==> config.mk <==
export PLATFORM = sky130hd
export DESIGN_NAME = utf8_to_cp437_glyph_decoder_flat
export DESIGN_NICKNAME = d
export VERILOG_FILES = /design/src/rtl/core/u2c437_pkg.sv /design/src/rtl/core/u2c437_in_if.sv /design/src/rtl/core/u2c437_out_if.sv /design/src/rtl/core/utf8_to_cp437_glyph_decoder.sv /design/src/rtl/core/u2c437_in_stage.sv /design/src/rtl/core/u2c437_decode.sv /design/src/rtl/core/u2c437_out_stage.sv /design/src/flat_wrapper.sv
export VERILOG_INCLUDE_DIRS = /design/src /design/src/rtl/core
export SDC_FILE = /design/constraint.sdc
export NUM_CORES = 1
export LEC_CHECK = 0
export ABC_AREA = 1
export BUFFER_PORTS_ARGS = -buffer_cell sky130_fd_sc_hd__buf_2
export CAP_MARGIN = 10
export CORE_ASPECT_RATIO = 1.2
export CORE_UTILIZATION = 48
export CTS_BUF_LIST = sky130_fd_sc_hd__clkbuf_4
export CTS_CLUSTER_DIAMETER = 40
export DETAILED_ROUTE_END_ITERATION = 8
export PLACE_DENSITY_LB_ADDON = 0.15
export SLEW_MARGIN = 30
export SYNTH_ARGS = -nofsm -noshare
export SYNTH_HDL_FRONTEND = slang
export SYNTH_SLANG_ARGS = --single-unit
==> constraint.sdc <==
create_clock -name clk -period 2.1 [get_ports clk]
set_input_delay 0.525 -clock clk [delete_from_list [all_inputs] [get_ports clk]]
set_output_delay 0.525 -clock clk [all_outputs]
set_load 0.05 [all_outputs]
==> src/rtl/core/utf8_to_cp437_glyph_decoder_assert.svh <==
// Assertion macros for the UTF-8 to CP437 glyph decoder.
// Expects clk and arst_n in the scope of each use; NO_ASSERTIONS drops them.
`ifndef UTF8_TO_CP437_GLYPH_DECODER_ASSERT_SVH
`define UTF8_TO_CP437_GLYPH_DECODER_ASSERT_SVH

`ifndef NO_ASSERTIONS
// checked outside reset only
`define U2C_ASSERT(lbl, prop, msg) \
	lbl: assert property (@(posedge clk) disable iff (!arst_n) prop) else $error(msg);
// checked at every edge, reset included
`define U2C_ASSERT_ALWAYS(lbl, prop, msg) \
	lbl: assert property (@(posedge clk) prop) else $error(msg);
`else
`define U2C_ASSERT(lbl, prop, msg)
`define U2C_ASSERT_ALWAYS(lbl, prop, msg)
`endif

`endif

==> src/rtl/core/u2c437_pkg.sv <==
// Shared types, lead byte codes and glyph lookup tables for the decoder.
// No dependencies.
package u2c437_pkg;

	localparam logic [7:0] LEAD_E2 = 8'hE2;
	localparam logic [7:0] LEAD_C2 = 8'hC2;
	localparam logic [7:0] LEAD_C3 = 8'hC3;
	localparam logic [7:0] LEAD_CE = 8'hCE;
	localparam logic [7:0] LEAD_CF = 8'hCF;
	localparam logic [7:0] GLYPH_UNKNOWN = 8'd1;
	localparam logic [7:0] GLYPH_NONE = 8'd0;

	typedef enum logic [1:0] {
		PH_IDLE   = 2'd0,
		PH_LEAD   = 2'd1,
		PH_SECOND = 2'd2
	} phase_t;

	typedef struct packed {
		logic [7:0] in_byte;
		logic       text_end;
	} item_t;

	typedef struct packed {
		logic [7:0] glyph;
		logic       malformed;
	} result_t;

	typedef struct packed {
		logic    emit;
		result_t res;
	} decode_t;

	typedef struct packed {
		logic       hit;
		logic [7:0] glyph;
	} pair_hit_t;

	function automatic logic is_lead(input logic [7:0] b);
		return b inside {LEAD_E2, LEAD_C2, LEAD_C3, LEAD_CE, LEAD_CF};
	endfunction

	// two-byte sequences, keyed on lead and second byte
	function automatic pair_hit_t pair_lookup(input logic [7:0] lead, input logic [7:0] sec);
		pair_hit_t r;
		r.hit = 1'b1;
		case ({lead, sec})
			16'hC2B6: r.glyph = 8'd20;   16'hC2A7: r.glyph = 8'd21;
			16'hC2A2: r.glyph = 8'd155;  16'hC2A3: r.glyph = 8'd156;
			16'hC2A5: r.glyph = 8'd157;  16'hC2AA: r.glyph = 8'd166;
			16'hC2BA: r.glyph = 8'd167;  16'hC2BF: r.glyph = 8'd168;
			16'hC2AC: r.glyph = 8'd170;  16'hC2BD: r.glyph = 8'd171;
			16'hC2BC: r.glyph = 8'd172;  16'hC2A1: r.glyph = 8'd173;
			16'hC2AB: r.glyph = 8'd174;  16'hC2BB: r.glyph = 8'd175;
			16'hC2B5: r.glyph = 8'd230;  16'hC2B1: r.glyph = 8'd241;
			16'hC2B0: r.glyph = 8'd248;  16'hC2B7: r.glyph = 8'd250;
			16'hC2B2: r.glyph = 8'd253;  16'hC2A0: r.glyph = 8'd255;
			16'hC387: r.glyph = 8'd128;  16'hC3BC: r.glyph = 8'd129;
			16'hC3A9: r.glyph = 8'd130;  16'hC3A2: r.glyph = 8'd131;
			16'hC3A4: r.glyph = 8'd132;  16'hC3A0: r.glyph = 8'd133;
			16'hC3A5: r.glyph = 8'd134;  16'hC3A7: r.glyph = 8'd135;
			16'hC3AA: r.glyph = 8'd136;  16'hC3AB: r.glyph = 8'd137;
			16'hC3A8: r.glyph = 8'd138;  16'hC3AF: r.glyph = 8'd139;
			16'hC3AE: r.glyph = 8'd140;  16'hC3AC: r.glyph = 8'd141;
			16'hC384: r.glyph = 8'd142;  16'hC385: r.glyph = 8'd143;
			16'hC389: r.glyph = 8'd144;  16'hC3A6: r.glyph = 8'd145;
			16'hC386: r.glyph = 8'd146;  16'hC3B4: r.glyph = 8'd147;
			16'hC3B6: r.glyph = 8'd148;  16'hC3B2: r.glyph = 8'd149;
			16'hC3BB: r.glyph = 8'd150;  16'hC3B9: r.glyph = 8'd151;
			16'hC3BF: r.glyph = 8'd152;  16'hC396: r.glyph = 8'd153;
			16'hC39C: r.glyph = 8'd154;  16'hC3A1: r.glyph = 8'd160;
			16'hC3AD: r.glyph = 8'd161;  16'hC3B3: r.glyph = 8'd162;
			16'hC3BA: r.glyph = 8'd163;  16'hC3B1: r.glyph = 8'd164;
			16'hC391: r.glyph = 8'd165;  16'hC39F: r.glyph = 8'd225;
			16'hC3B7: r.glyph = 8'd246;
			16'hC692: r.glyph = 8'd159;  // C6 never leads, kept for completeness
			16'hCEB1: r.glyph = 8'd224;  16'hCE93: r.glyph = 8'd226;
			16'hCEA3: r.glyph = 8'd228;  16'hCEA6: r.glyph = 8'd232;
			16'hCE98: r.glyph = 8'd233;  16'hCEA9: r.glyph = 8'd234;
			16'hCEB4: r.glyph = 8'd235;  16'hCEB5: r.glyph = 8'd238;
			16'hCF80: r.glyph = 8'd227;  16'hCF83: r.glyph = 8'd229;
			16'hCF84: r.glyph = 8'd231;  16'hCF86: r.glyph = 8'd237;
			default: begin
				r.hit   = 1'b0;
				r.glyph = GLYPH_NONE;
			end
		endcase
		return r;
	endfunction

	// three-byte sequences, keyed on second and third byte only
	function automatic logic [7:0] triple_lookup(input logic [7:0] sec, input logic [7:0] thd);
		logic [7:0] g;
		case ({sec, thd})
			16'h98BA: g = 8'd1;    16'h98BB: g = 8'd2;    16'h98BC: g = 8'd15;
			16'h99A5: g = 8'd3;    16'h99A6: g = 8'd4;    16'h99A3: g = 8'd5;
			16'h99A0: g = 8'd6;    16'h9982: g = 8'd11;   16'h9980: g = 8'd12;
			16'h99AA: g = 8'd13;   16'h99AB: g = 8'd14;
			16'h80A2: g = 8'd7;    16'h80BC: g = 8'd19;
			16'h9798: g = 8'd8;    16'h978B: g = 8'd9;    16'h9799: g = 8'd10;
			16'h9784: g = 8'd17;
			16'h96BA: g = 8'd16;   16'h96AC: g = 8'd22;   16'h96B2: g = 8'd30;
			16'h96BC: g = 8'd31;   16'h9691: g = 8'd176;  16'h9692: g = 8'd177;
			16'h9693: g = 8'd178;  16'h9688: g = 8'd219;  16'h9684: g = 8'd220;
			16'h968C: g = 8'd221;  16'h9690: g = 8'd222;  16'h9680: g = 8'd223;
			16'h96A0: g = 8'd254;
			16'h8695: g = 8'd18;   16'h86A8: g = 8'd23;   16'h8691: g = 8'd24;
			16'h8693: g = 8'd25;   16'h8692: g = 8'd26;   16'h8690: g = 8'd27;
			16'h8694: g = 8'd29;
			16'h889F: g = 8'd28;   16'h889E: g = 8'd236;  16'h88A9: g = 8'd239;
			16'h8899: g = 8'd249;  16'h889A: g = 8'd251;
			16'h8C82: g = 8'd127;  16'h8C90: g = 8'd169;  16'h8CA0: g = 8'd244;
			16'h8CA1: g = 8'd245;
			16'h82A7: g = 8'd158;
			16'h9482: g = 8'd179;  16'h94A4: g = 8'd180;  16'h9490: g = 8'd191;
			16'h9494: g = 8'd192;  16'h94B4: g = 8'd193;  16'h94AC: g = 8'd194;
			16'h949C: g = 8'd195;  16'h9480: g = 8'd196;  16'h94BC: g = 8'd197;
			16'h9498: g = 8'd217;  16'h948C: g = 8'd218;
			16'h95A1: g = 8'd181;  16'h95A2: g = 8'd182;  16'h9596: g = 8'd183;
			16'h9595: g = 8'd184;  16'h95A3: g = 8'd185;  16'h9591: g = 8'd186;
			16'h9597: g = 8'd187;  16'h959D: g = 8'd188;  16'h959C: g = 8'd189;
			16'h959B: g = 8'd190;  16'h959E: g = 8'd198;  16'h959F: g = 8'd199;
			16'h959A: g = 8'd200;  16'h9594: g = 8'd201;  16'h95A9: g = 8'd202;
			16'h95A6: g = 8'd203;  16'h95A0: g = 8'd204;  16'h9590: g = 8'd205;
			16'h95AC: g = 8'd206;  16'h95A7: g = 8'd207;  16'h95A8: g = 8'd208;
			16'h95A4: g = 8'd209;  16'h95A5: g = 8'd210;  16'h9599: g = 8'd211;
			16'h9598: g = 8'd212;  16'h9592: g = 8'd213;  16'h9593: g = 8'd214;
			16'h95AB: g = 8'd215;  16'h95AA: g = 8'd216;
			16'h89A1: g = 8'd240;  16'h89A5: g = 8'd242;  16'h89A4: g = 8'd243;
			16'h8988: g = 8'd247;
			16'h81BF: g = 8'd252;
			default:  g = GLYPH_UNKNOWN;
		endcase
		return g;
	endfunction

endpackage

==> src/rtl/core/u2c437_in_if.sv <==
// Input channel of the decoder: one text byte per item plus end-of-string flag.
// No dependencies.
interface u2c437_in_if;
	logic       valid;
	logic       ready;
	logic [7:0] in_byte;
	logic       text_end;

	modport source (output valid, in_byte, text_end, input ready);
	modport sink   (input valid, in_byte, text_end, output ready);
endinterface

==> src/rtl/core/u2c437_out_if.sv <==
// Output channel of the decoder: one CP437 glyph code per item.
// No dependencies.
interface u2c437_out_if;
	logic       valid;
	logic       ready;
	logic [7:0] glyph;
	logic       malformed;

	modport source (output valid, glyph, malformed, input ready);
	modport sink   (input valid, glyph, malformed, output ready);
endinterface

==> src/rtl/core/utf8_to_cp437_glyph_decoder.sv <==
// Top level of the UTF-8 to code page 437 glyph decoder.
// Depends on u2c437_pkg, u2c437_in_if, u2c437_out_if and the three stage modules.
//
//   channel  dir  payload                       items
//   text     in   in_byte[7:0], text_end        one byte of UTF-8 text
//   glyphs   out  glyph[7:0], malformed         zero or one per input byte
//
// One byte is taken every clock while the glyph output drains; the rate is set by
// the single decode stage between the input register and the result register.
// Each accepted byte is held in the input register until its glyph is registered.
// Lead bytes, and a second byte that does not complete a pair, give no item
// unless the string ends on them.
// Reset (arst_n low) empties both registers and returns the phase to idle.
// A full result register that is not taken holds the decode stage, and the
// input then takes no new byte once stage 1 is occupied.
`include "utf8_to_cp437_glyph_decoder_assert.svh"

module utf8_to_cp437_glyph_decoder (
	input  logic          clk,
	input  logic          arst_n,
	u2c437_in_if.sink     text,
	u2c437_out_if.source  glyphs
);

	logic                 valid_s1;
	u2c437_pkg::item_t    item_s1;
	logic                 advance;
	logic                 out_free;
	logic                 out_load;
	u2c437_pkg::decode_t  dec;
	u2c437_pkg::phase_t   phase;

	// stage 1 moves on only when the result register can take its outcome
	assign advance  = valid_s1 && out_free;
	assign out_load = advance && dec.emit;

	u2c437_in_stage u_in (
		.clk      (clk),
		.arst_n   (arst_n),
		.text     (text),
		.advance  (advance),
		.valid_s1 (valid_s1),
		.item_s1  (item_s1)
	);

	u2c437_decode u_dec (
		.clk     (clk),
		.arst_n  (arst_n),
		.advance (advance),
		.item_s1 (item_s1),
		.dec     (dec),
		.phase   (phase)
	);

	u2c437_out_stage u_out (
		.clk    (clk),
		.arst_n (arst_n),
		.glyphs (glyphs),
		.load   (out_load),
		.res    (dec.res),
		.free   (out_free)
	);

	// a malformed item carries glyph zero
	`U2C_ASSERT_ALWAYS(a_malformed_zero,
		(glyphs.valid && glyphs.malformed) |-> (glyphs.glyph == u2c437_pkg::GLYPH_NONE),
		"malformed item with nonzero glyph")
	// malformed is only raised by the last byte of a string
	`U2C_ASSERT(a_malformed_at_end,
		(out_load && dec.res.malformed) |-> item_s1.text_end,
		"malformed result without end of text")
	// a held stage-1 item stays put
	`U2C_ASSERT(a_s1_hold,
		(valid_s1 && !advance) |=> (valid_s1 && $stable(item_s1)),
		"stage 1 item lost while stalled")
	// the third byte always closes the sequence
	`U2C_ASSERT(a_third_closes,
		(advance && phase == u2c437_pkg::PH_SECOND) |=> (phase == u2c437_pkg::PH_IDLE),
		"phase not idle after third byte")

endmodule

==> src/rtl/core/u2c437_in_stage.sv <==
// Input register stage: captures one byte item and holds it until decoded.
// Depends on u2c437_pkg and u2c437_in_if.
module u2c437_in_stage (
	input  logic                  clk,
	input  logic                  arst_n,
	u2c437_in_if.sink             text,
	input  logic                  advance,
	output logic                  valid_s1,
	output u2c437_pkg::item_t     item_s1
);

	logic take;

	assign text.ready = !valid_s1 || advance;
	assign take       = text.valid && text.ready;

	always_ff @(posedge clk or negedge arst_n) begin
		if (!arst_n) begin
			valid_s1 <= 1'b0;
		end else if (take) begin
			valid_s1 <= 1'b1;
		end else if (advance) begin
			valid_s1 <= 1'b0;
		end
	end

	always_ff @(posedge clk) begin
		if (take) begin
			item_s1.in_byte  <= text.in_byte;
			item_s1.text_end <= text.text_end;
		end
	end

endmodule

==> src/rtl/core/u2c437_decode.sv <==
// Sequence decoder: phase state machine, held lead/second bytes, table lookups.
// Depends on u2c437_pkg.
module u2c437_decode (
	input  logic                  clk,
	input  logic                  arst_n,
	input  logic                  advance,
	input  u2c437_pkg::item_t     item_s1,
	output u2c437_pkg::decode_t   dec,
	output u2c437_pkg::phase_t    phase
);

	u2c437_pkg::phase_t    phase_q, phase_d;
	logic [7:0]            lead_q, second_q;
	u2c437_pkg::pair_hit_t pair;
	logic                  lead_in;

	assign pair    = u2c437_pkg::pair_lookup(lead_q, item_s1.in_byte);
	assign lead_in = u2c437_pkg::is_lead(item_s1.in_byte);
	assign phase   = phase_q;

	// next state
	always_comb begin
		phase_d = phase_q;
		case (phase_q)
			u2c437_pkg::PH_LEAD: begin
				if (pair.hit || item_s1.text_end) phase_d = u2c437_pkg::PH_IDLE;
				else phase_d = u2c437_pkg::PH_SECOND;
			end
			u2c437_pkg::PH_SECOND: begin
				phase_d = u2c437_pkg::PH_IDLE;
			end
			default: begin
				// idle, and the unused code
				if (lead_in && !item_s1.text_end) phase_d = u2c437_pkg::PH_LEAD;
				else phase_d = u2c437_pkg::PH_IDLE;
			end
		endcase
	end

	// result for the item in stage 1
	always_comb begin
		dec.emit          = 1'b1;
		dec.res.glyph     = u2c437_pkg::GLYPH_NONE;
		dec.res.malformed = 1'b0;
		case (phase_q)
			u2c437_pkg::PH_LEAD: begin
				if (pair.hit) begin
					dec.res.glyph = pair.glyph;
				end else if (item_s1.text_end) begin
					dec.res.malformed = 1'b1;
				end else begin
					dec.emit = 1'b0;
				end
			end
			u2c437_pkg::PH_SECOND: begin
				dec.res.glyph = u2c437_pkg::triple_lookup(second_q, item_s1.in_byte);
			end
			default: begin
				if (!lead_in) begin
					dec.res.glyph = item_s1.in_byte;
				end else if (item_s1.text_end) begin
					dec.res.malformed = 1'b1;
				end else begin
					dec.emit = 1'b0;
				end
			end
		endcase
	end

	always_ff @(posedge clk or negedge arst_n) begin
		if (!arst_n) begin
			phase_q <= u2c437_pkg::PH_IDLE;
		end else if (advance) begin
			phase_q <= phase_d;
		end
	end

	// each held byte is read only in the phase after the one that wrote it
	always_ff @(posedge clk) begin
		if (advance) begin
			if (phase_q != u2c437_pkg::PH_LEAD && phase_q != u2c437_pkg::PH_SECOND) begin
				lead_q <= item_s1.in_byte;
			end
			if (phase_q == u2c437_pkg::PH_LEAD) begin
				second_q <= item_s1.in_byte;
			end
		end
	end

endmodule

==> src/rtl/core/u2c437_out_stage.sv <==
// Result register: holds one glyph item until the sink takes it.
// Depends on u2c437_pkg and u2c437_out_if.
module u2c437_out_stage (
	input  logic                  clk,
	input  logic                  arst_n,
	u2c437_out_if.source          glyphs,
	input  logic                  load,
	input  u2c437_pkg::result_t   res,
	output logic                  free
);

	logic                valid_q;
	u2c437_pkg::result_t res_q;

	assign free             = !valid_q || glyphs.ready;
	assign glyphs.valid     = valid_q;
	assign glyphs.glyph     = res_q.glyph;
	assign glyphs.malformed = res_q.malformed;

	always_ff @(posedge clk or negedge arst_n) begin
		if (!arst_n) begin
			valid_q <= 1'b0;
		end else if (load) begin
			valid_q <= 1'b1;
		end else if (glyphs.ready) begin
			valid_q <= 1'b0;
		end
	end

	always_ff @(posedge clk) begin
		if (load) begin
			res_q <= res;
		end
	end

endmodule

==> src/flat_wrapper.sv <==
// flat-port wrapper written by rule: the top's interface ports become plain ports
module utf8_to_cp437_glyph_decoder_flat 
  (clk, arst_n, text_valid, text_in_byte, text_text_end, text_ready, glyphs_valid, glyphs_glyph, glyphs_malformed, glyphs_ready);
  u2c437_in_if text_i ();
  u2c437_out_if glyphs_i ();
  input  logic clk;
  input  logic arst_n;
  input wire logic [$bits(text_i.valid)-1:0] text_valid;
  input wire logic [$bits(text_i.in_byte)-1:0] text_in_byte;
  input wire logic [$bits(text_i.text_end)-1:0] text_text_end;
  output wire logic [$bits(text_i.ready)-1:0] text_ready;
  output wire logic [$bits(glyphs_i.valid)-1:0] glyphs_valid;
  output wire logic [$bits(glyphs_i.glyph)-1:0] glyphs_glyph;
  output wire logic [$bits(glyphs_i.malformed)-1:0] glyphs_malformed;
  input wire logic [$bits(glyphs_i.ready)-1:0] glyphs_ready;
  assign text_i.valid = text_valid;
  assign text_i.in_byte = text_in_byte;
  assign text_i.text_end = text_text_end;
  assign text_ready = text_i.ready;
  assign glyphs_valid = glyphs_i.valid;
  assign glyphs_glyph = glyphs_i.glyph;
  assign glyphs_malformed = glyphs_i.malformed;
  assign glyphs_i.ready = glyphs_ready;
  utf8_to_cp437_glyph_decoder u_core (.clk(clk), .arst_n(arst_n), .text(text_i), .glyphs(glyphs_i));
endmodule
==> results of run 1 <==
## synth_stat cells, types with 6 or more instances
cell / number / area [um2]
nand2_1: 292 / 1096
nor2_1: 206 / 773.2
o21ai_0: 69 / 345.3
inv_1: 66 / 247.7
nand3_1: 42 / 210.2
a21oi_1: 39 / 195.2
edfxtp_1: 34 / 1021
nand4_1: 30 / 187.7
nor3_1: 13 / 65.06
buf_2: 12 / 60.06
clkbuf_1: 6 / 22.52
## routing by layer
| layer | GRT overflow | track usage (%) |
|---|---|---|
| met1 | 2 | 65.40 |
| met2 | 106 | 95.81 |
| met3 | 0 | 35.13 |
| met4 | 33 | 74.49 |
| met5 | 0 | 0 |
## repair_timing
| action | in CTS |
|---|---|
| gates cloned | 2 |
| pin swaps | 56 |
| buffers inserted | 35 |
| hold buffers | 1 |
| gates resized for setup | 198 |
| endpoints found under the hold margin | 4 |
| setup endpoints to repair | 21 |
## metrics by stage
stage | hold slack, ns | setup TNS (ns)
floorplan | 0.2294 | -0.4156
global placement | 0.3302 | -11.63
detailed placement | 0.3362 | -12.55
CTS | 0.3439 | -6.119
## logic make-up after synthesis
| group | Yosys count | share of synthesized area, % |
|---|---|---|
| and+or+nand+nor | 593 | 52.13 |
| AOI/OAI and AO/OA | 130 | 15.42 |
| buffers and inverters | 87 | 7.575 |
| DFF | 38 | 24.33 |
| adders and majority gates | 2 | 0.5429 |
==> out/metrics.yaml, run 1 <==
floorplan:
  fp.dieH_um: 109.3
  die_x_um: 91.45
  num_rows: 38
  io_pins: 24
  start_util_pct: 50.22
global_routing:
  grt_overflow: 141
  track_usage_pct: 66.64
  grt_pass1_wl_um: 50360
  grt_max_degree: 15
  grt_pass1_vias: 8884
place:
  dp_hpwl_um: 20220
  gp_congestion: 1.311
  pre_cts_slack_ns: -0.7494
  dp_cells: 1225
  portBuffers: 23
  dpl_cell_area_um2: 6755
logic_synthesis:
  syn_inst: 850
  syn_avg_cell_area_um2: 5.421
  yosysSeqAreaShare_pct: 24.33
  synth_edf_count: 34
  yosys_most_used_dff: "edfxtp_1"
  async_flop_share_pct: 10.53
  ys_warn_count: 0
  ys_ff_latch: 38
  netlist_area_um2: 4608
  synth_nets: 865
  ys_types: 30
run_status:
  tool.error: "[ERROR GRT-0116] Global routing finished with congestion. Check the congestion regions in the DRC Viewer."
  lastStage: "5_1_grt"
  status: "stopped before the end"
clocking:
  htree_levels: 2
  cts-root-buf: "clkbuf_4"
  cts_sinks: 38
  cts_buffers: 5
  clk_path_buf_depth: 2
==> run 2, diff against run 1 <==
Settings changed: CORE_ASPECT_RATIO 1.2 to default, CORE_UTILIZATION 48 to 33, CTS_BUF_LIST sky130_fd_sc_hd__clkbuf_4 to default, CTS_CLUSTER_DIAMETER 40 to default.
Clock period 2.1 ns to 2.7 ns, I/O delays scaled along.
==> run 2 against run 1 <==
Net effect: the run now ends clean; synthesized area did not move; synthesized cell count unchanged.
==> out/metrics.yaml, run 2 <==
power_and_ir_drop:
  swShare_pct: 43.75
  seq_power_share_pct: 33.6
  p_clk_share_pct: 18.7
  combPwrFrac_pct: 47.7
  ir_drop_v: 0.0005580
  power_density_nw_per_um2: 416.8
  switchingPower_mw: 1.274
  p_leak_nw: 3.531
  intPower_mw: 1.638
  power_mw: 2.912
logic_synthesis:
  async_flop_share_pct: 10.53  # unchanged
  ys_warn_count: 0  # unchanged
  ys_ff_latch: 38  # unchanged
  ys_types: 30  # unchanged
  netlist_area_um2: 4608  # unchanged
  synth_top_area_cell: "nand2_1"
  synth_nets: 865  # unchanged
  synth-compound-area-share_pct: 15.42  # unchanged
  yosysMostFrequentCell: "nand2_1"
  syn_inst: 850  # unchanged
  synth_top_family_by_area: "simple AND/OR/NAND/NOR gates"
  yosys_most_used_dff: "edfxtp_1"
  synth-xor-area-share_pct: 0  # unchanged
  netlist_top_cells_count: "nand2_1 (292), nor2_1 (206), o21ai_0 (69)"
  synth_simple_gate_area_share_pct: 52.13  # unchanged
  synthAdderAreaFrac_pct: 0.5430  # unchanged
  syn_avg_cell_area_um2: 5.421  # unchanged
  yosysSeqAreaShare_pct: 24.33  # unchanged
  synth_top_cell_area_share_pct: 23.78  # unchanged
  synth_edf_count: 34  # unchanged
  yosys-top-cells-area: "nand2_1 (24%), edfxtp_1 (22%), nor2_1 (17%)"
  synth.mux.area_fraction_pct: 0  # unchanged
drt:
  drc: 0
  postRouteWirelength_um: 23370
  drt-initial-drc-count: 780
  dr.pass1.iters: 7
  via_per_inst: 5.567
  via_count: 6747
  wl_per_cell_um: 19.28
  antenna_left: 0
global_routing:
  grt_pass1_vias: 6145
  grt_pass1_wl_um: 34210
  antenna_found_initial: 0
  track_usage_pct: 31.77
  grt_max_degree: 28
  grt_overflow: 0
place:
  gp_congestion: 1.053  # -20%
  dp_hpwl_um: 18790  # -7.1%
  dp_cells: 1178  # -3.8%
  portBuffers: 23  # unchanged
floorplan:
  num_rows: 42  # +11%
  io_pins: 24  # unchanged
  fp.dieH_um: 120.2  # +9.9%
  start_util_pct: 34.25  # -16 points
  die_area_um2: 14440
  die_x_um: 120.2  # +31%
  core_area_um2: 13450
worst_hold_path:
  min_path_type: "input port to asynchronous set/reset pin"
finish:
  utilization_pct: 51.93
  largest_reg_flops: 9
  n_antenna_cell: 0
  stdcell_count: 1212
  regMostFlops: "u_core.u_in.item_s1"
  fin_nets: 1050
  area_growth_pct: 51.62
  mostFrequentLayoutCell: "nand2_1"
  drive_above_1_share_pct: 32.63
  final_cell_mix: "nand2_1 (244), buf_4 (155), nor2_1 (149)"
worst_setup_path:
  cp-end-kind: "flip-flop"
  critical_path.max_fanout: 5
  required_ns: 2.72
  ff2ff_path_depth: 13
  cp.arrival_ns: 2.66
  path_class: "flip-flop to flip-flop"
  critPathLaunchType: "flip-flop"
sta:
  tightest_slew_ns: 0.5924
  timing.slew.headroom_pct: 60.36
  finalCritPeriodShare_pct: 97.81
  period_needed_ns: 2.641
  rsz0062_at_grt: "yes"
  fmax_mhz: 378.7
  slew_viol_final: 0
  hold_viol_final: 0
  fin_hold_ws_ns: 0.1900
  finalSetupViolCount: 0
  skew_ns: 0.004855
clocking:
  cts_sinks: 38  # unchanged
  clk_path_buf_depth: 2  # unchanged
  htree_levels: 2  # unchanged
  clk_latency_ns: 0.28
  cts-root-buf: "clkbuf_16"
  cts_tree: "built"
  cts_buffers: 5  # unchanged
  clk_pin_slew_worst_paths_ns: 0.06
flow_run:
  cap_violations: 0
run_status:
  status: "complete, no violations"
run 2: path summary, 6_finish.rpt:
path / start / endpoint / slack (ns)
worst max-delay path: u_core.u_in.item_s1[3] / u_core.u_out.glyphs.glyph[4] / 0.06
worst min-delay path: arst_n / u_core.u_dec.phase[1] / 0.19
worst max register to register: u_core.u_in.item_s1[3] / u_core.u_out.glyphs.glyph[4] / 0.06
worst min register to register: u_core.u_out.glyphs.valid / u_core.u_out.glyphs.valid / 0.55
max in group asynchronous: arst_n / u_core.u_in.valid_s1 / 2.39
min in group clk: u_core.u_out.glyphs.valid / u_core.u_out.glyphs.valid / 0.55
run 2: final cells by class:
cell class,instances,area (um2)
clock buffers,6,128.9
clock inverters,2,8.758
fillers,1411,6466
inverters,67,255.2
multi-input cells,725,3709
flip-flops and latches,38,1121
well taps,176,220.2
repair buffers,197,1539
repair inverters,1,5.005
run 2: worst max-delay path, cell delays in order (launching register included):
cell	delay (ns)
edfxtp_1	0.51
buf_4	0.18
nor2_2	0.03
buf_6	0.15
nand2_4	0.13
nor2_4	0.08
o21ai_0	0.27
nand2_1	0.11
nor2_1	0.17
nand4_1	0.18
nor2_4	0.19
nand3b_1	0.10
nand2_1	0.15
a21oi_1	0.10
run 2: cell families after synthesis:
family	Yosys count
flip-flops	38
adder cells (fa/ha/maj)	2
AND/OR/NAND/NOR	593
buffers and inverters	87
AO/OA/AOI/OAI	130
run 2: timing repair:
action	4_1_cts	5_1_grt
cloned	0	2
setup buffers	1	23
endpoints found under the setup margin	15	19
hold buffers	0	0
gates resized for setup	11	193
pin swaps	0	32
run 2: through the flow:
| stage | setup slack, ns | setup TNS (ns) | area [um2] |
|---|---|---|---|
| floorplan | 0.3874 | 0 | 4608 |
| global placement | -0.1060 | -0.7654 | 6027 |
| detailed placement | -0.1250 | -0.6315 | 6027 |
| CTS | 0.01266 | 0 | 6195 |
| global route | -0.03833 | -0.2584 | 6987 |
| finish | 0.05904 | 0 | 6987 |
run 2: power by group through the flow:
stage	combinational (mW)	sequential [mW]	clock [mW]
after floorplan	0.526	1.25	0
after detailed placement	1.22	0.992	0
after global routing	1.50	1.00	0.582
after global placement	1.22	0.987	0
final	1.39	0.980	0.544
after CTS	1.23	0.980	0.558
run 2: routing by layer:
metal  GRT usage, %  part of all wire [%]  vias up
li1               -                     -     3167
met5              0                     0        -
met2          50.18                    44      426
met4          21.64                   7.8        0
met3          4.151                   9.2      105
met1          40.30                    39     3049
Power figures use the tool's default switching activity.
==> run 3, diff against run 2 <==
Settings changed: BUFFER_PORTS_ARGS -buffer_cell sky130_fd_sc_hd__buf_2 to -buffer_cell sky130_fd_sc_hd__buf_4, CORE_UTILIZATION 33 to 45, CTS_BUF_LIST from default to sky130_fd_sc_hd__clkbuf_4.
==> run 3 against run 2 <==
Net effect: the run now ends with design-rule violations left; via count is 6.2% higher; worst hold slack got worse by 0.10 ns; sequential power is 2% higher; count of clock-buffer cells in the layout down 1; flip-flop and latch count unchanged; clock power shrank 9.4%; critical path depth is 4 higher; largest power group unchanged; die area fell by 26%; fmax shrank 1.8%; first-iteration DRC count up 59%; design area down 5.9%; cell count fell by 4.8%; critical endpoint is now u_core.u_out.glyphs.glyph[0].
==> out/metrics.yaml, run 3 (synthesis gave the netlist of run 2 again) <==
drt:
  antenna_left: 0  # unchanged
  dr.pass1.iters: 9  # +2
  via_count: 7164  # +6.2%
  postRouteWirelength_um: 24620  # +5.4%
  drt-initial-drc-count: 1244  # +59%
  via_per_inst: 6.208  # +12%
  wl_per_cell_um: 21.33  # +11%
  drc: 3  # +3
place:
  dpl_cell_area_um2: 5951  # -1.3%
  portBuffers: 23  # unchanged
  dp_cells: 1121  # -4.8%
  gp_congestion: 1.172  # +11%
  dp_hpwl_um: 18650  # -0.75%
  pre_cts_slack_ns: -0.08253  # +0.04248 ns
sta:
  fin_hold_ws_ns: 0.08691  # -0.1031 ns
  finalCritPeriodShare_pct: 99.59  # +1.8 points
  fin_tns_setup_ns: 0  # unchanged
  timing.slew.headroom_pct: 36.63  # -24 points
  final.setup.worst_slack_ns: 0.01104  # -0.04800 ns
  hold_viol_final: 0  # unchanged
  finalSetupViolCount: 0  # unchanged
  rsz0062_at_grt: "yes"
  period_needed_ns: 2.689  # +0.04800 ns
  slew_viol_final: 0  # unchanged
  fmax_mhz: 371.9  # -1.8%
  tightest_slew_ns: 0.9442  # +0.3517 ns
  skew_ns: 0.01122  # +0.006362 ns
finish:
  final_cell_mix: "nand2_1 (267), buf_4 (174), nor2_1 (158)"
  n_antenna_cell: 0  # unchanged
  stdcell_count: 1154  # -4.8%
  fill_cells: 854  # -39%
  regMostFlops: "u_core.u_in.item_s1"
  largest_reg_flops: 9  # unchanged
  mostFrequentLayoutCell: "nand2_1"
  drive_above_1_share_pct: 27.13  # -5.5 points
  area_growth_pct: 42.68
  fin_nets: 1035  # -1.4%
  final_cell_area_um2: 6575  # -5.9%
worst_setup_path:
  cpPeakStageDelay_ns: 0.46  # -0.05 ns
  r2r_slack_ns: 0.01  # -0.05 ns
  critPathLaunchType: "flip-flop"
  required_ns: 2.83  # +0.11 ns
  cp.arrival_ns: 2.82  # +0.16 ns
  critical_path.max_fanout: 6  # +1
  cp_slowest_cell: "edfxtp_1"
  path_class: "flip-flop to flip-flop"
  cpMostUsedCell: "nand2_1"
  worstPathCellList: "buf_4 > nand2_2 > buf_4 > nor2_2 > nand2_2 > nor2_1 > nor2_1 > nand2_1 > nor2_1 > nand2_2 > nor2_4 > nand3_1 > nand2_1 > nand2_1 > nand2_1 > nand2_1 > nand2_1"
  cp-end-kind: "flip-flop"
clocking:
  clk_path_buf_depth: 2  # unchanged
  clk_latency_ns: 0.37  # +0.09 ns
  cts-root-buf: "clkbuf_4"
  cts_sinks: 38  # unchanged
  htree_levels: 2  # unchanged
  cts_tree: "built"
  cts_buffers: 5  # unchanged
  clk_pin_slew_worst_paths_ns: 0.12  # +0.06 ns
  hold_buffers: 0  # unchanged
floorplan:
  die_x_um: 103.2  # -14%
  start_util_pct: 46.71  # +12 points
  core_area_um2: 9864  # -27%
  die_area_um2: 10650  # -26%
  num_rows: 36  # -14%
  fp.dieH_um: 103.2  # -14%
  io_pins: 24  # unchanged
global_routing:
  grt_overflow: 0  # unchanged
  track_usage_pct: 48.55  # +17 points
  grt_pass1_wl_um: 36740  # +7.4%
  busiest_layer: "met2"
  grt_max_degree: 28  # unchanged
  grt_pass1_vias: 6536  # +6.4%
  grt_util_met3_pct: 20.50  # +16 points
  groute.layer.met1.usage_pct: 55.94  # +16 points
  antenna_found_initial: 2  # +2
  met2_usage_pct: 68.87  # +19 points
worst_hold_path:
  min_path_type: "input port to asynchronous set/reset pin"
power_and_ir_drop:
  power_density_nw_per_um2: 447.6  # +7.4%
  switchingPower_mw: 1.308  # +2.6%
  intPower_mw: 1.636  # -0.15%
  ir_drop_v: 0.0008486  # +52%
  seq_power_share_pct: 33.8  # +0.2 points
  combPwrFrac_pct: 49.5  # +1.8 points
  p_clk_share_pct: 16.7  # -2.0 points
  swShare_pct: 44.43  # +0.68 points
  p_leak_nw: 3.402  # -3.7%
flow_run:
  cap_violations: 0  # unchanged
run_status:
  status: "complete, but fails checks"
  failed_checks: "design-rule violations"
run 3: cell types whose count changed in the layout (fill, tap and decap cells not counted), sizes merged:
| cell | delta |
|---|---|
| bufinv | +2 |
| clkinvlp | -1 |
| clkbuf | -1 |
| clkinv | -1 |
| buf | -14 |
run 3: worst paths after layout:
kind	startpoint	depth (start not counted)	endpoint
worst max register to register	u_core.u_in.item_s1[2]	17	u_core.u_out.glyphs.glyph[0]
max in group asynchronous	arst_n	1	u_core.u_in.valid_s1
min in group clk	text_in_byte[1]	1	u_core.u_in.item_s1[2]
worst max-delay path	u_core.u_in.item_s1[2]	17	u_core.u_out.glyphs.glyph[0]
worst min register to register	u_core.u_out.glyphs.valid	2	u_core.u_out.glyphs.valid
worst min-delay path	arst_n	1	u_core.u_dec.phase[0]
run 3: power by group through the flow:
stage	logic [mW]	clock network, mW	registers (mW)
final	1.46	0.493	0.995
after global routing	1.54	0.513	1.02
after CTS	1.31	0.498	0.988
after detailed placement	1.30	0	1.00
after global placement	1.28	0	0.989
after floorplan	0.526	0	1.25
run 3: area by class of cell:
class                           count  area, um2  area share, %
Clock buffer                        5      37.54         0.5709
Clock inverter                      3      68.82          1.047
Inverter                           67      255.2          3.882
Multi-Input combinational cell    725       3457          52.58
Sequential cell                    38       1121          17.05
Tap cell                          133      166.4          2.531
Timing Repair Buffer              183       1469          22.34
run 3: what timing repair did:
action | in CTS | in global routing
hold endpoints to repair | 0 | 0
gates resized for setup | 7 | 113
pin swaps | 0 | 5
setup endpoints to repair | 12 | 18
buffers inserted | 2 | 23
run 3: layer usage:
metal  share of wire (%)  vias up
li1                    -     3135
met3                  15      232
met2                  41      683
met1                  33     3112
met4                  11        2
met5               0.053        -
run 3: critical path, delay by kind of cell (launching register included):
kind	cells	cell delay, ns
buffers and inverters	2	0.35
DFF	1	0.46
and+or+nand+nor	15	1.64
run 3: stage by stage:
| stage | total power, mW | utilization [%] |
|---|---|---|
| 2_1_floorplan | 1.772 | - |
| 3_3_place_gp | 2.270 | 60.32 |
| 3_5_place_dp | 2.306 | 60.32 |
| 4_1_cts | 2.800 | 61.73 |
| 5_1_grt | 3.073 | 66.65 |
| 6_report | 2.943 | 66.65 |
==> run 4, diff against run 3 <==
--- a/config.mk
+++ b/config.mk
@@ -11,3 +11,4 @@
 export CAP_MARGIN = 10
-export CORE_UTILIZATION = 45
+export CORE_MARGIN = 2
+export CORE_UTILIZATION = 30
 export CTS_BUF_LIST = sky130_fd_sc_hd__clkbuf_4
--- a/constraint.sdc
+++ b/constraint.sdc
@@ -3,2 +3,2 @@
 set_output_delay 0.675 -clock clk [all_outputs]
-set_load 0.05 [all_outputs]
+set_load 0.005 [all_outputs]
==> run 4 against run 3 <==
Net effect: the run now ends clean; count of clock-buffer cells in the layout is the same; cell count rose by 9.4%; sequential share of layout area is 1.1 points lower; non-clock buffer count is 54 higher; register-to-register slack hardly changed; via count down 4.9%; critical path depth down 4; worst hold slack improved by 0.0054 ns; flip-flop and latch count unchanged; design area grew 7.2%; clock skew decreased by 0.0029 ns; fmax fell by 0.34%; critical path type unchanged; largest cell class unchanged; largest power group unchanged.
==> out/metrics.yaml, run 4 (synthesis gave the netlist of run 2 again) <==
run_status:
  status: "complete, no violations"
clocking:
  cts_tree: "built"
  hold_buffers: 0  # unchanged
  cts_sinks: 38  # unchanged
  clk_path_buf_depth: 2  # unchanged
  cts-root-buf: "clkbuf_4"
  htree_levels: 2  # unchanged
  clk_latency_ns: 0.35  # -0.02 ns
  cts_buffers: 5  # unchanged
  clk_pin_slew_worst_paths_ns: 0.11  # about the same
sta:
  fin_tns_setup_ns: 0  # unchanged
  finalCritPeriodShare_pct: 99.93  # +0.34 points
  period_needed_ns: 2.698  # +0.009127 ns
  finalSetupViolCount: 0  # unchanged
  hold_viol_final: 0  # unchanged
  slew_viol_final: 0  # unchanged
  fmax_mhz: 370.6  # -0.34%
  rsz0062_at_grt: "yes"
  timing.slew.headroom_pct: 52.65  # +16 points
  skew_ns: 0.008338  # -0.002880 ns
  tightest_slew_ns: 0.7076  # -0.2366 ns
worst_setup_path:
  cp_slowest_cell: "edfxtp_1"
  critPathLaunchType: "flip-flop"
  cpMostUsedCell: "nand2_1"
  cpPeakStageDelay_ns: 0.50  # +0.04 ns
  ff2ff_path_depth: 13  # -4
  path_class: "flip-flop to flip-flop"
  critical-path-top-delay-family: "simple AND/OR/NAND/NOR gates"
  critical_path.max_fanout: 5  # -1
  cp-end-kind: "flip-flop"
  required_ns: 2.81  # -0.02 ns
  cp.arrival_ns: 2.81  # about the same
  cp.depth: 13  # -4
  critPathBufInv: 2  # unchanged
  worstPathCellList: "buf_4 > nor2_4 > buf_4 > nand2_1 > nor2_2 > o21ai_0 > nand2_1 > nor2_1 > nand3_1 > nor2_1 > nand3b_1 > nand2_1 > a21oi_1"
finish:
  area_growth_pct: 52.97
  final_cell_mix: "nand2_1 (262), buf_4 (228), nor2_1 (161)"
  drive_above_1_share_pct: 31.72  # +4.6 points
  final_cell_area_um2: 7049  # +7.2%
  mostFrequentLayoutCell: "nand2_1"
  regMostFlops: "u_core.u_in.item_s1"
  n_antenna_cell: 0  # unchanged
  fin_nets: 1089  # +5.2%
  largest_reg_flops: 9  # unchanged
  fill_cells: 1644  # +93%
power_and_ir_drop:
  power_density_nw_per_um2: 369.1  # -18%
  ir_drop_v: 0.0008270  # -2.5%
  p_leak_nw: 3.667  # +7.8%
floorplan:
  core_area_um2: 15090  # +53%
  num_rows: 45  # +25%
  start_util_pct: 30.54  # -16 points
  io_pins: 24  # unchanged
  die_area_um2: 16370  # +54%
  die_x_um: 127.9  # +24%
  fp.dieH_um: 127.9  # +24%
global_routing:
  track_usage_pct: 30.46  # -18 points
  grt_pass1_wl_um: 37230  # +1.3%
  antenna_found_initial: 0  # -2
  grt_overflow: 0  # unchanged
  grt_pass1_vias: 6469  # -1.0%
  grt_max_degree: 28  # unchanged
drt:
  dr.pass1.iters: 6  # -3
  drc: 0  # -3
  drt-initial-drc-count: 819  # -34%
  antenna_left: 0  # unchanged
  postRouteWirelength_um: 25040  # +1.7%
  wl_per_cell_um: 19.83  # -7.1%
  via_per_inst: 5.397  # -13%
  via_count: 6816  # -4.9%
worst_hold_path:
  min_path_type: "input port to asynchronous set/reset pin"
place:
  dpl_cell_area_um2: 6485  # +9.0%
  dp_hpwl_um: 20670  # +11%
  portBuffers: 23  # unchanged
  gp_congestion: 1.077  # -8.2%
flow_run:
  cap_violations: 0  # unchanged
-- run 4: report_power, final --
group | internal [mW] | leakage (nW) | switching (mW)
Combinational | 0.417 | 3.24 | 0.716
Sequential | 0.888 | 0.372 | 0.100
Clock | 0.285 | 0.0528 | 0.195
Total | 1.59 | 3.67 | 1.01
-- run 4: path summary, 6_finish.rpt --
path                                      startpoint                           end  slack, ns
max in group asynchronous                     arst_n         u_core.u_dec.phase[0]       2.51
min reg2reg                u_core.u_out.glyphs.valid     u_core.u_out.glyphs.valid       0.55
min                                           arst_n          u_core.u_in.valid_s1       0.09
max                           u_core.u_in.item_s1[1]  u_core.u_out.glyphs.glyph[4]      0.002
max reg2reg                   u_core.u_in.item_s1[1]  u_core.u_out.glyphs.glyph[4]      0.002
min in group clk                     text_in_byte[7]        u_core.u_in.item_s1[8]       0.49
-- run 4: what timing repair did --
action / CTS / global route
endpoints found under the hold margin: 0 / 0
gates resized for setup: 18 / 123
setup endpoints to repair: 16 / 18
setup buffers: 2 / 10
pin swaps: 0 / 12
-- run 4: stage by stage --
stage	instances	total power, mW	utilization, %	setup WS [ns]	hold slack, ns
2_1_floorplan	850	1.503	-	0.3874	0.3794
3_3_place_gp	1243	2.043	42.98	-0.2012	0.4723
3_5_place_dp	1243	2.038	42.98	-0.2603	0.4727
4_1_cts	1253	2.542	43.99	0.006491	0.07797
5_1_grt	1263	2.771	46.72	-0.1554	0.06675
6_report	1263	2.602	46.72	0.001915	0.09227
-- run 4: area by class of cell --
cell class	count	area, um2	share of cell area, %
clock inverter	3	63.81	0.9052
timing repair buffer	237	1848	26.22
inverter	67	257.7	3.656
sequential	38	1121	15.90
multi-input combinational	725	3486	49.45
tap	188	235.2	3.337
clock buffer	5	37.54	0.5325
-- run 4: per-layer routing --
layer,global-route usage [%],share of wire (%),up-vias
met5,0,0,-
met4,17.65,6.5,0
met3,3.840,6.5,110
met2,50.77,46,372
met1,37.90,41,3080
li1,-,-,3254
